### config.mk
export PLATFORM = sky130hd
export DESIGN_NAME = matrix_keypad_scanner_top_flat
export DESIGN_NICKNAME = d
export VERILOG_FILES = /design/src/design/kps_pkg.sv /design/src/design/kps_if.sv /design/src/design/kps_cfg_regs.sv /design/src/design/kps_debounce.sv /design/src/design/kps_key_fifo.sv /design/src/design/matrix_keypad_scanner_top.sv /design/src/flat_wrapper.sv
export VERILOG_INCLUDE_DIRS = /design/src /design/src/design
export SDC_FILE = /design/constraint.sdc
export NUM_CORES = 1
export LEC_CHECK = 0
export ABC_AREA = 0
export ABC_CLOCK_PERIOD_IN_PS = 8300
export BUFFER_PORTS_ARGS = -buffer_cell sky130_fd_sc_hd__buf_2
export CAP_MARGIN = 5
export CORE_MARGIN = 1.5
export CORE_UTILIZATION = 50
export DETAILED_ROUTE_END_ITERATION = 12
export PLACE_DENSITY = 0.69
export SYNTH_ARGS = -nofsm -noshare
export SYNTH_HDL_FRONTEND = slang
export SYNTH_HIERARCHICAL = 1
export SYNTH_SLANG_ARGS = --single-unit
### constraint.sdc
create_clock -name clk -period 8.3 [get_ports clk]
set_clock_uncertainty 0.2 [all_clocks]
set_input_delay 1.245 -clock clk [delete_from_list [all_inputs] [get_ports clk]]
set_output_delay 1.245 -clock clk [all_outputs]
set_load 0.01 [all_outputs]
### src/design/matrix_keypad_scanner_top_assert.svh
// Assertion macros for the keypad scanner top level.
`ifndef MATRIX_KEYPAD_SCANNER_TOP_ASSERT_SVH
`define MATRIX_KEYPAD_SCANNER_TOP_ASSERT_SVH

// Same-cycle implication, sampled on clk and suspended while arst_n is low.
`define KPS_ASSERT_NOW(label, ante, cons) \
	label: assert property (@(posedge clk) disable iff (!arst_n) (ante) |-> (cons)) \
		else $error("keypad scanner check failed");

// Next-cycle implication, sampled on clk and suspended while arst_n is low.
`define KPS_ASSERT_NEXT(label, ante, cons) \
	label: assert property (@(posedge clk) disable iff (!arst_n) (ante) |=> (cons)) \
		else $error("keypad scanner check failed");

`endif

### src/design/kps_pkg.sv
// Shared types and constants of the keypad scanner.
package kps_pkg;

	localparam int CMD_W     = 2;
	localparam int ROW_W     = 2;
	localparam int COL_N     = 4;
	localparam int CODE_W    = 8;
	localparam int WAIT_W    = 3;
	localparam int TIMER_W   = 32;
	localparam int DEB_W     = 16;
	localparam int KEYMAP_W  = 64;
	localparam int CFG_IDX_W = 2;

	localparam logic [CMD_W-1:0] CMD_TICK = 2'd0;
	localparam logic [CMD_W-1:0] CMD_EDGE = 2'd1;
	localparam logic [CMD_W-1:0] CMD_READ = 2'd2;

	localparam logic [CFG_IDX_W-1:0] CFG_DEBOUNCE  = 2'd0;
	localparam logic [CFG_IDX_W-1:0] CFG_KEYMAP_LO = 2'd1;
	localparam logic [CFG_IDX_W-1:0] CFG_KEYMAP_HI = 2'd2;

	localparam logic [DEB_W-1:0] DEBOUNCE_RESET = 16'd20;

	typedef struct packed {
		logic              push;
		logic              pop;
		logic [CODE_W-1:0] wdata;
	} kps_fifo_req_t;

	typedef struct packed {
		logic              empty;
		logic              full;
		logic [CODE_W-1:0] head;
	} kps_fifo_stat_t;

endpackage

### src/design/kps_if.sv
// Request channels of the keypad scanner: items, results and register writes.
interface kps_item_if;
	logic                          valid;
	logic                          ready;
	logic [kps_pkg::CMD_W-1:0]     command;
	logic [kps_pkg::ROW_W-1:0]     row_index;
	logic [kps_pkg::COL_N-1:0]     column_levels;

	modport source (output valid, command, row_index, column_levels, input ready);
	modport sink (input valid, command, row_index, column_levels, output ready);
endinterface

interface kps_result_if;
	logic                          valid;
	logic                          ready;
	logic                          edge_accepted;
	logic                          no_column_found;
	logic                          key_dropped;
	logic                          key_valid;
	logic [kps_pkg::CODE_W-1:0]    key_code;
	logic [kps_pkg::WAIT_W-1:0]    keys_waiting;

	modport source (output valid, edge_accepted, no_column_found, key_dropped, key_valid,
		key_code, keys_waiting, input ready);
	modport sink (input valid, edge_accepted, no_column_found, key_dropped, key_valid,
		key_code, keys_waiting, output ready);
endinterface

interface kps_cfg_if;
	logic                          valid;
	logic                          ready;
	logic [kps_pkg::CFG_IDX_W-1:0] index;
	logic [kps_pkg::KEYMAP_W-1:0]  data;

	modport source (output valid, index, data, input ready);
	modport sink (input valid, index, data, output ready);
endinterface

### src/design/kps_cfg_regs.sv
// Configuration registers and keymap lookup of the keypad scanner.
module kps_cfg_regs (
	input  logic                         clk,
	input  logic                         arst_n,
	kps_cfg_if.sink                      cfg,
	input  logic [3:0]                   key,
	output logic [kps_pkg::DEB_W-1:0]    debounce_ms,
	output logic [kps_pkg::CODE_W-1:0]   key_code
);

	logic [kps_pkg::DEB_W-1:0]    debounce_q;
	logic [kps_pkg::KEYMAP_W-1:0] keymap_lo_q;
	logic [kps_pkg::KEYMAP_W-1:0] keymap_hi_q;
	logic [kps_pkg::KEYMAP_W-1:0] word;

	assign cfg.ready = 1'b1;

	always_ff @(posedge clk or negedge arst_n) begin
		if (!arst_n) begin
			debounce_q  <= kps_pkg::DEBOUNCE_RESET;
			keymap_lo_q <= '0;
			keymap_hi_q <= '0;
		end else if (cfg.valid) begin
			case (cfg.index)
				kps_pkg::CFG_DEBOUNCE:  debounce_q  <= cfg.data[kps_pkg::DEB_W-1:0];
				kps_pkg::CFG_KEYMAP_LO: keymap_lo_q <= cfg.data;
				kps_pkg::CFG_KEYMAP_HI: keymap_hi_q <= cfg.data;
				default: ;
			endcase
		end
	end

	// Keys 8 to 15 live in the high word; the low three bits pick the byte.
	assign word        = key[3] ? keymap_hi_q : keymap_lo_q;
	assign key_code    = word[{key[2:0], 3'b000} +: kps_pkg::CODE_W];
	assign debounce_ms = debounce_q;

endmodule

### src/design/kps_debounce.sv
// Millisecond timer since the last row edge and the debounce decision.
module kps_debounce (
	input  logic                      clk,
	input  logic                      arst_n,
	input  logic                      tick,
	input  logic                      row_edge,
	input  logic [kps_pkg::DEB_W-1:0] debounce_ms,
	output logic                      settled
);

	logic [kps_pkg::TIMER_W-1:0] since_q;

	always_ff @(posedge clk or negedge arst_n) begin
		if (!arst_n) begin
			since_q <= '0;
		end else if (row_edge) begin
			since_q <= '0;
		end else if (tick && (since_q != '1)) begin
			since_q <= since_q + 1'b1;
		end
	end

	assign settled = since_q >= {{(kps_pkg::TIMER_W-kps_pkg::DEB_W){1'b0}}, debounce_ms};

endmodule

### src/design/kps_key_fifo.sv
// Circular key code queue with a registered head read.
module kps_key_fifo #(
	parameter int DEPTH = 5,
	parameter int CNT_W = 3
) (
	input  logic                  clk,
	input  logic                  arst_n,
	input  kps_pkg::kps_fifo_req_t req,
	output kps_pkg::kps_fifo_stat_t stat,
	output logic [CNT_W-1:0]      count,
	output logic [CNT_W-1:0]      count_next
);

	localparam int PTR_W = (DEPTH > 1) ? $clog2(DEPTH) : 1;

	logic [kps_pkg::CODE_W-1:0] mem [DEPTH];
	logic [PTR_W-1:0]           rd_ptr_q;
	logic [PTR_W-1:0]           wr_ptr_q;
	logic [PTR_W-1:0]           rd_next;
	logic [PTR_W-1:0]           wr_next;
	logic [CNT_W-1:0]           count_q;
	logic [kps_pkg::CODE_W-1:0] head_q;

	function automatic logic [PTR_W-1:0] ptr_inc(input logic [PTR_W-1:0] ptr);
		ptr_inc = (ptr == PTR_W'(DEPTH - 1)) ? '0 : ptr + 1'b1;
	endfunction

	assign rd_next    = req.pop ? ptr_inc(rd_ptr_q) : rd_ptr_q;
	assign wr_next    = req.push ? ptr_inc(wr_ptr_q) : wr_ptr_q;
	assign count_next = count_q + CNT_W'(req.push) - CNT_W'(req.pop);

	always_ff @(posedge clk or negedge arst_n) begin
		if (!arst_n) begin
			rd_ptr_q <= '0;
			wr_ptr_q <= '0;
			count_q  <= '0;
		end else begin
			rd_ptr_q <= rd_next;
			wr_ptr_q <= wr_next;
			count_q  <= count_next;
		end
	end

	always_ff @(posedge clk) begin
		if (req.push) begin
			mem[wr_ptr_q] <= req.wdata;
		end
	end

	// The head register follows the next read slot; a write to that slot in the
	// same cycle is forwarded, since the array read still sees the old entry.
	always_ff @(posedge clk) begin
		if (req.push && (wr_ptr_q == rd_next)) begin
			head_q <= req.wdata;
		end else begin
			head_q <= mem[rd_next];
		end
	end

	assign stat.empty = count_q == '0;
	assign stat.full  = count_q == CNT_W'(DEPTH);
	assign stat.head  = head_q;
	assign count      = count_q;

endmodule

### src/design/matrix_keypad_scanner_top.sv
// Keypad scanner: one item per clock through an input register and a result register
// while the result side keeps up. Each request (millisecond tick, row falling edge or key
// read) is taken into an input register, decided there against the debounce timer, the
// keymap and the key queue, and its single result lands in the output register when no
// earlier result is left waiting there. A new request is accepted in every clock, also while
// a finished result waits to be taken; only a result left waiting with another request
// already held in the input register stops intake.
// The key queue holds KEY_FIFO_DEPTH codes; its single write port and registered head read
// keep pace with one request per clock. Configuration writes are always ready and should be
// made only while no request is in flight.
module matrix_keypad_scanner_top #(
	parameter int KEY_FIFO_DEPTH = 5
) (
	input  logic           clk,
	input  logic           arst_n,
	kps_item_if.sink       item,
	kps_result_if.source   result,
	kps_cfg_if.sink        cfg
);

	localparam int CNT_W = $clog2(KEY_FIFO_DEPTH + 1);
	localparam logic [kps_pkg::WAIT_W-1:0] WAIT_FULL = KEY_FIFO_DEPTH[kps_pkg::WAIT_W-1:0];

	typedef struct packed {
		logic       found;
		logic [1:0] col;
	} col_pick_t;

	logic                          valid_s1;
	logic [kps_pkg::CMD_W-1:0]     cmd_s1;
	logic [kps_pkg::ROW_W-1:0]     row_s1;
	logic [kps_pkg::COL_N-1:0]     cols_s1;

	logic                          res_valid_q;
	logic                          edge_accepted_q;
	logic                          no_column_q;
	logic                          key_dropped_q;
	logic                          key_valid_q;
	logic [kps_pkg::CODE_W-1:0]    key_code_q;
	logic [kps_pkg::WAIT_W-1:0]    keys_waiting_q;

	logic                          advance;
	logic                          settled;
	logic [kps_pkg::DEB_W-1:0]     debounce_ms;
	logic [kps_pkg::CODE_W-1:0]    map_code;
	col_pick_t                     pick;
	logic                          is_edge;
	logic                          accepted;
	logic                          no_column;
	logic                          dropped;
	kps_pkg::kps_fifo_req_t        fifo_req;
	kps_pkg::kps_fifo_stat_t       fifo_stat;
	logic [CNT_W-1:0]              count_q;
	logic [CNT_W-1:0]              count_next;
	logic [CNT_W+2:0]              count_ext;

	// Lowest numbered column whose line is low.
	function automatic col_pick_t first_low(input logic [kps_pkg::COL_N-1:0] levels);
		col_pick_t r;
		r = '0;
		for (int c = kps_pkg::COL_N - 1; c >= 0; c--) begin
			if (!levels[c]) begin
				r.found = 1'b1;
				r.col   = 2'(c);
			end
		end
		return r;
	endfunction

	assign advance    = valid_s1 && (!res_valid_q || result.ready);
	assign item.ready = !valid_s1 || advance;

	always_ff @(posedge clk or negedge arst_n) begin
		if (!arst_n) begin
			valid_s1 <= 1'b0;
		end else if (item.ready) begin
			valid_s1 <= item.valid;
		end
	end

	always_ff @(posedge clk) begin
		if (item.valid && item.ready) begin
			cmd_s1  <= item.command;
			row_s1  <= item.row_index;
			cols_s1 <= item.column_levels;
		end
	end

	kps_cfg_regs u_cfg (
		.clk         (clk),
		.arst_n      (arst_n),
		.cfg         (cfg),
		.key         ({row_s1, pick.col}),
		.debounce_ms (debounce_ms),
		.key_code    (map_code)
	);

	kps_debounce u_debounce (
		.clk         (clk),
		.arst_n      (arst_n),
		.tick        (advance && (cmd_s1 == kps_pkg::CMD_TICK)),
		.row_edge    (advance && is_edge),
		.debounce_ms (debounce_ms),
		.settled     (settled)
	);

	assign pick      = first_low(cols_s1);
	assign is_edge   = cmd_s1 == kps_pkg::CMD_EDGE;
	assign accepted  = is_edge && settled;
	assign no_column = accepted && !pick.found;
	assign dropped   = accepted && pick.found && fifo_stat.full;

	assign fifo_req.push  = advance && accepted && pick.found && !fifo_stat.full;
	assign fifo_req.pop   = advance && (cmd_s1 == kps_pkg::CMD_READ) && !fifo_stat.empty;
	assign fifo_req.wdata = map_code;

	kps_key_fifo #(
		.DEPTH (KEY_FIFO_DEPTH),
		.CNT_W (CNT_W)
	) u_fifo (
		.clk        (clk),
		.arst_n     (arst_n),
		.req        (fifo_req),
		.stat       (fifo_stat),
		.count      (count_q),
		.count_next (count_next)
	);

	assign count_ext = (CNT_W + 3)'(count_next);

	always_ff @(posedge clk or negedge arst_n) begin
		if (!arst_n) begin
			res_valid_q <= 1'b0;
		end else if (advance) begin
			res_valid_q <= 1'b1;
		end else if (result.ready) begin
			res_valid_q <= 1'b0;
		end
	end

	always_ff @(posedge clk) begin
		if (advance) begin
			edge_accepted_q <= accepted;
			no_column_q     <= no_column;
			key_dropped_q   <= dropped;
			key_valid_q     <= fifo_req.pop;
			key_code_q      <= fifo_req.pop ? fifo_stat.head : '0;
			keys_waiting_q  <= count_ext[kps_pkg::WAIT_W-1:0];
		end
	end

	assign result.valid           = res_valid_q;
	assign result.edge_accepted   = edge_accepted_q;
	assign result.no_column_found = no_column_q;
	assign result.key_dropped     = key_dropped_q;
	assign result.key_valid       = key_valid_q;
	assign result.key_code        = key_code_q;
	assign result.keys_waiting    = keys_waiting_q;

`include "matrix_keypad_scanner_top_assert.svh"

	`KPS_ASSERT_NOW(a_count_bound, 1'b1, count_q <= CNT_W'(KEY_FIFO_DEPTH))
	`KPS_ASSERT_NOW(a_nocol_needs_edge, res_valid_q && no_column_q, edge_accepted_q && !key_dropped_q)
	`KPS_ASSERT_NOW(a_drop_when_full, res_valid_q && key_dropped_q, keys_waiting_q == WAIT_FULL)
	`KPS_ASSERT_NEXT(a_pop_shrinks, fifo_req.pop && !fifo_req.push, count_q == $past(count_q) - CNT_W'(1))

endmodule

### src/flat_wrapper.sv
// flat-port wrapper written by rule: the top's interface ports become plain ports
module matrix_keypad_scanner_top_flat 
#(
	parameter int KEY_FIFO_DEPTH = 5
)
  (clk, arst_n, item_valid, item_command, item_row_index, item_column_levels, item_ready, result_valid, result_edge_accepted, result_no_column_found, result_key_dropped, result_key_valid, result_key_code, result_keys_waiting, result_ready, cfg_valid, cfg_index, cfg_data, cfg_ready);
  kps_item_if item_i ();
  kps_result_if result_i ();
  kps_cfg_if cfg_i ();
  input  logic clk;
  input  logic arst_n;
  input wire logic [$bits(item_i.valid)-1:0] item_valid;
  input wire logic [$bits(item_i.command)-1:0] item_command;
  input wire logic [$bits(item_i.row_index)-1:0] item_row_index;
  input wire logic [$bits(item_i.column_levels)-1:0] item_column_levels;
  output wire logic [$bits(item_i.ready)-1:0] item_ready;
  output wire logic [$bits(result_i.valid)-1:0] result_valid;
  output wire logic [$bits(result_i.edge_accepted)-1:0] result_edge_accepted;
  output wire logic [$bits(result_i.no_column_found)-1:0] result_no_column_found;
  output wire logic [$bits(result_i.key_dropped)-1:0] result_key_dropped;
  output wire logic [$bits(result_i.key_valid)-1:0] result_key_valid;
  output wire logic [$bits(result_i.key_code)-1:0] result_key_code;
  output wire logic [$bits(result_i.keys_waiting)-1:0] result_keys_waiting;
  input wire logic [$bits(result_i.ready)-1:0] result_ready;
  input wire logic [$bits(cfg_i.valid)-1:0] cfg_valid;
  input wire logic [$bits(cfg_i.index)-1:0] cfg_index;
  input wire logic [$bits(cfg_i.data)-1:0] cfg_data;
  output wire logic [$bits(cfg_i.ready)-1:0] cfg_ready;
  assign item_i.valid = item_valid;
  assign item_i.command = item_command;
  assign item_i.row_index = item_row_index;
  assign item_i.column_levels = item_column_levels;
  assign item_ready = item_i.ready;
  assign result_valid = result_i.valid;
  assign result_edge_accepted = result_i.edge_accepted;
  assign result_no_column_found = result_i.no_column_found;
  assign result_key_dropped = result_i.key_dropped;
  assign result_key_valid = result_i.key_valid;
  assign result_key_code = result_i.key_code;
  assign result_keys_waiting = result_i.keys_waiting;
  assign result_i.ready = result_ready;
  assign cfg_i.valid = cfg_valid;
  assign cfg_i.index = cfg_index;
  assign cfg_i.data = cfg_data;
  assign cfg_ready = cfg_i.ready;
  matrix_keypad_scanner_top #(.KEY_FIFO_DEPTH(KEY_FIFO_DEPTH)) u_core (.clk(clk), .arst_n(arst_n), .item(item_i), .result(result_i), .cfg(cfg_i));
endmodule
# Word-level counts from Yosys, hierarchy flattened
# Memory sizes are Yosys's and may differ from the RTL's. A register that Yosys moved wholly into a read port is not among the register bits.
# Index checks and enable logic that the tools add are counted.
# totals
mem_bits_rw	40
inputBits	79
ff_bits	210
word_cells	77
output_inout_bits	18
memories	1
# op_classes
muxes	14
shifts	1
n_reduce_logical	29
eq_ne	8
order_cmp	1
n_addsub	5
# memory_table
name	words	width	rd	rd_clocked_by_memory_dff	wr	line_no	rtl
u_core.u_fifo.mem	5	8	1	1	1	kps_key_fifo.sv:16	logic [kps_pkg::CODE_W-1:0] mem [DEPTH];
# op_table
operator	n
$mux 32	2
$mux 64	1
$shiftx 64x7->8	1
$add 32x1->32 const B	1
$ge 32x16->1	1
$ne 32x32->1 const B	1
$mux 3	7
$logic_and 1x1->1	14
$eq 3x3->1 const B	3
$add 3x1->3 const B	2
$reduce_and 2->1	3
$logic_not 1->1	5
$eq 2x1->1 const B	2
$eq 2x2->1 const B	2
$logic_not 2->1	2
$mux 1	4
$reduce_bool 2->1	2
$add 3x1->3	1
$logic_not 3->1	1
$sub 3x1->3	1
$logic_or 1x1->1	2

# Depth between registers and ports, before layout
# depth
word_depth	8
depth_mapped	14
mapped_depth_nobuf	14

# Cells and area by module
# Netlist, hierarchy kept.
# by_module_without_submodules
mod	seq_area_each_um2	area_each_um2	n_inst	cells_per_inst
kps_cfg_regs	3606.0	6377.4	1	378
kps_debounce	800.8	2165.8	1	246
kps_key_fifo	1486.4	2128.3	1	143
matrix_keypad_scanner_top	740.7	937.1	1	57

# Least setup slack after synthesis
# No wires, ideal clock.
# synth_path
kind	reg2reg
from	register u_core.u_cfg.debounce_q, in the netlist u_core/u_cfg/debounce_ms[2]
to	memory u_core/u_fifo/mem[4][0] in the netlist's numbering (enable)
arrival_time_ns	2.967
setup_ns	0.385
stages_incl_launch_ff	13
n_path_buf	0
t_required_ns	7.715
slack_ns	4.748
synth_period_minus_slack_ns	3.552
path_cell_list	dfstp_2 inv_1 ha_1 o21a_1 o21ai_0 o211ai_1 a211oi_1 nor3_1 and3b_1 nand2_1 nor3_1 nand2_1 nor3b_1
# synth_rtl
element	line_no	rtl
from (decl)	kps_cfg_regs.sv:11	logic [kps_pkg::DEB_W-1:0] debounce_q;
from (signal assigned)	kps_cfg_regs.sv:20	debounce_q <= kps_pkg::DEBOUNCE_RESET;
from (signal assigned)	kps_cfg_regs.sv:25	kps_pkg::CFG_DEBOUNCE: debounce_q <= cfg.data[kps_pkg::DEB_W-1:0];
to (decl)	kps_key_fifo.sv:16	

==> metrics.cfg <==
[power_and_ir_drop]
p_seq_frac=0.487
power_frac_comb=0.165
powerDensity_nw_per_um2=248.3
clkPwrFrac=0.349
switching_power_w=0.0008358
peakVddDrop_mv=0.1414
p_leak_nw=5.545
p_int_w=0.002424
swShare=0.2564

[finish]
nets=1022
synthToLayoutAreaGrowth_pct=13.12
fillers=1830
design_area_um2=13130
layout_common_cells=dfrtp_1, mux2_2, buf_2
num_antenna_cells=0
final_common_cell=dfrtp_1
regArea_um2=6634
drive_gt1_frac=0.3443
multiInputGateArea_um2=4591

[synth]
synth_top_area_cell=dfrtp_1
netlist.area_leader.share=0.3988
syn_nets=927
synth-seq-cells=253
synth.yosys.seq_area_share=0.5715
syn_inst=824
muxShareOfSynthArea=0.2162
synth-adder-area-share=0.02651
synth_ff_type=dfrtp_1
synth_compound_area_frac=0.06370
synth_top_cells_by_area=dfrtp_1, edfxtp_1, mux2_2
synth_edf_count=63
syn-cell-area_um2=11610
synth_top_family_by_area=multiplexers
synth_xor_area_frac=0.004527
synth_cell_types=66
synth.avg_cell_area_um2=14.09
yosysWarnings=6
yosys.area_share.simple=0.08278
async_reset_ff_frac=0.7391

[place]
portBuffers=95
hpwl_um=15700
detailed_place.area_um2=12280
gp_congestion=0.7870

[clock_network]
cts-resized-gates=0
cts_buffers=28
path_clk_slew_ns=0.06
ctsHoldBuffers=0
tritoncts=yes
clockBufferDepth=3
cts_sinks=253
cts_setup_buffers=0
htree_num_levels=1
root_buffer=clkbuf_16
clock_latency_ns=0.53

[route]
drt-total-wl_um=23440
post-route-drc-count=0
antenna_left=0
vias_per_cell=5.688
wire_per_inst_um=19.12
vias=6973
drt_pass1_iterations=4
drtIter0Drc=360

[worst_setup_path]
crit_type=flip-flop to flip-flop
endpoint_kind=flip-flop
worstPathArrival_ns=4.30
crit_path_max_fanout=9
critPathRequiredTime_ns=8.24
r2r-start=u_core/u_cfg/debounce_ms[2]
crit_start=u_core/u_cfg/debounce_ms[2]
cp-start-kind=flip-flop

[timing]
holdWs_ns=0.2974
fin_crit_sh=0.5255
hold_violations=0
slew_headroom=0.1922
worst_pin_slew_ns=1.209
setup_tns_ns=0
setup_viol=0
rsz0062_at_grt=false
fin_crit_ns=4.361
max_freq_mhz=229.3
slew_violations=0

[global_route]
grt_overflow=0
grt_pass1_wl_um=38070
grt_pass1_vias=7148
antenna_found_initial=0
grt_usage=0.2001
grt_start_max_net_pins=73

[floorplanning]
dieArea_um2=24140
start_util=0.5112
rows=55
core_um2=22710
ios=97
die_height_um=155.4
die_w_um=155.4

[flow_run]
maxCapViolations=0

[hold_path]
min_path_type=flip-flop to flip-flop
min-delay-start=u_core/u_cfg/keymap_hi_q[35]

[status]
status=finished clean

[cell type report]
type | count | area share
inverters | 38 | 0.01086
well taps | 285 | 0.02716
clock buffers | 42 | 0.06051
repair buffers | 105 | 0.04240
flip-flops and latches | 253 | 0.5052
multi-input cells | 493 | 0.3496
clock inverters | 10 | 0.004288
[cell usage after synthesis, types with 10 or more instances]
| cell type | instances |
|---|---|
| ha_1 | 23 |
| buf_2 | 19 |
| nor2_1 | 13 |
| dfrtp_1 | 185 |
| o21ai_0 | 22 |
| a22oi_1 | 16 |
| nand4_1 | 10 |
| and2_1 | 11 |
| mux2_2 | 146 |
| mux4_2 | 17 |
| a21oi_1 | 27 |
| inv_1 | 38 |
| nand2_1 | 36 |
| mux4_1 | 14 |
| edfxtp_1 | 63 |
| or3_1 | 13 |
| or4_1 | 16 |
| o31ai_1 | 15 |
| nand3_1 | 12 |
[sequential cells by signal, summed over array words and instances, names as in the netlist, named ones only]
| register | cells |
|---|---|
| u_core/row_s1 | 2 |
| u_core/result.edge_accepted | 1 |
| u_core/result.key_code | 8 |
| u_core/result.key_valid | 1 |
| u_core/result.no_column_found | 1 |
| u_core/result.valid | 1 |
| u_core/u_fifo/rd_ptr_q | 3 |
| u_core/u_cfg/keymap_hi_q | 64 |
| u_core/u_fifo/mem | 40 |
| u_core/u_fifo/wr_ptr_q | 3 |
| u_core/u_debounce/since_q | 32 |
| u_core/cols_s1 | 4 |
| u_core/result.key_dropped | 1 |
| u_core/u_fifo/count | 3 |
| u_core/cmd_s1 | 2 |
| u_core/u_cfg/debounce_ms | 16 |
| u_core/u_cfg/keymap_lo_q | 64 |
| u_core/result.keys_waiting | 3 |
| u_core/valid_s1 | 1 |
[cell families (layout without fill, tap and decap cells)]
| group | Yosys count | after routing |
|---|---|---|
| AND/OR/NAND/NOR | 164 | 164 |
| XOR/XNOR | 6 | 6 |
| adder cells (fa/ha/maj) | 24 | 24 |
| buffers and inverters | 78 | 195 |
| flip-flops | 253 | 253 |
| AO/OA/AOI/OAI | 111 | 111 |
| multiplexers | 187 | 187 |
| other | 1 | 1 |
[power by group through the flow]
| stage | clock network (W) | logic [W] | registers (W) |
|---|---|---|---|
| finish | 0.00114 | 0.000536 | 0.00159 |
| global route | 0.00121 | 0.000596 | 0.00161 |
| CTS | 0.00117 | 0.000546 | 0.00159 |
| detailed placement | 0 | 0.000543 | 0.00161 |
| global placement | 0 | 0.000530 | 0.00160 |
| floorplan | 0 | 0.000425 | 0.00156 |
[routing by layer]
| metal | wire [um] | part of all wire | GRT usage |
|---|---|---|---|
| met4 | 390 | 0.017 | 0.04172 |
| met1 | 10380 | 0.44 | 0.2753 |
| met2 | 11770 | 0.50 | 0.3418 |
| met3 | 903 | 0.039 | 0.02702 |
| met5 | 0 | 0 | 0 |
[critical path: stages, from the launching register on]
cell      delay, ns
dfstp_2        0.53
inv_1          0.04
ha_1           0.26
o21a_1         0.10
o21ai_0        0.09
o211ai_1       0.18
a211oi_1       0.11
nor3_1         0.31
and3b_1        0.26
nand2_1        0.06
nor3_1         0.61
nand2_1        0.21
nor3b_1        1.02
[worst paths after layout]
kind,end,slack [ns],cells past startpoint
max,u_core/u_fifo/mem[4][4],3.94,12
min,u_core/u_cfg/keymap_hi_q[35],0.30,1
max reg2reg,u_core/u_fifo/mem[4][4],3.94,12
min reg2reg,u_core/u_cfg/keymap_hi_q[35],0.30,1
max in group asynchronous,u_core/u_fifo/rd_ptr_q[1],6.08,2
min in group asynchronous,u_core/u_cfg/keymap_hi_q[19],0.47,1
[stage by stage]
stage                     total power (W)  utilization  worst slack [ns]  cells
final                            0.003260       0.5782             3.939   1226
after global placement           0.002130       0.5408             4.121   1174
after CTS                        0.003301       0.5782             3.983   1226
after floorplan                  0.001988            -             4.748    824
after detailed placement         0.002152       0.5408             4.005   1174
after global routing             0.003421       0.5782             3.522   1226
Power figures use the tool's default switching activity.
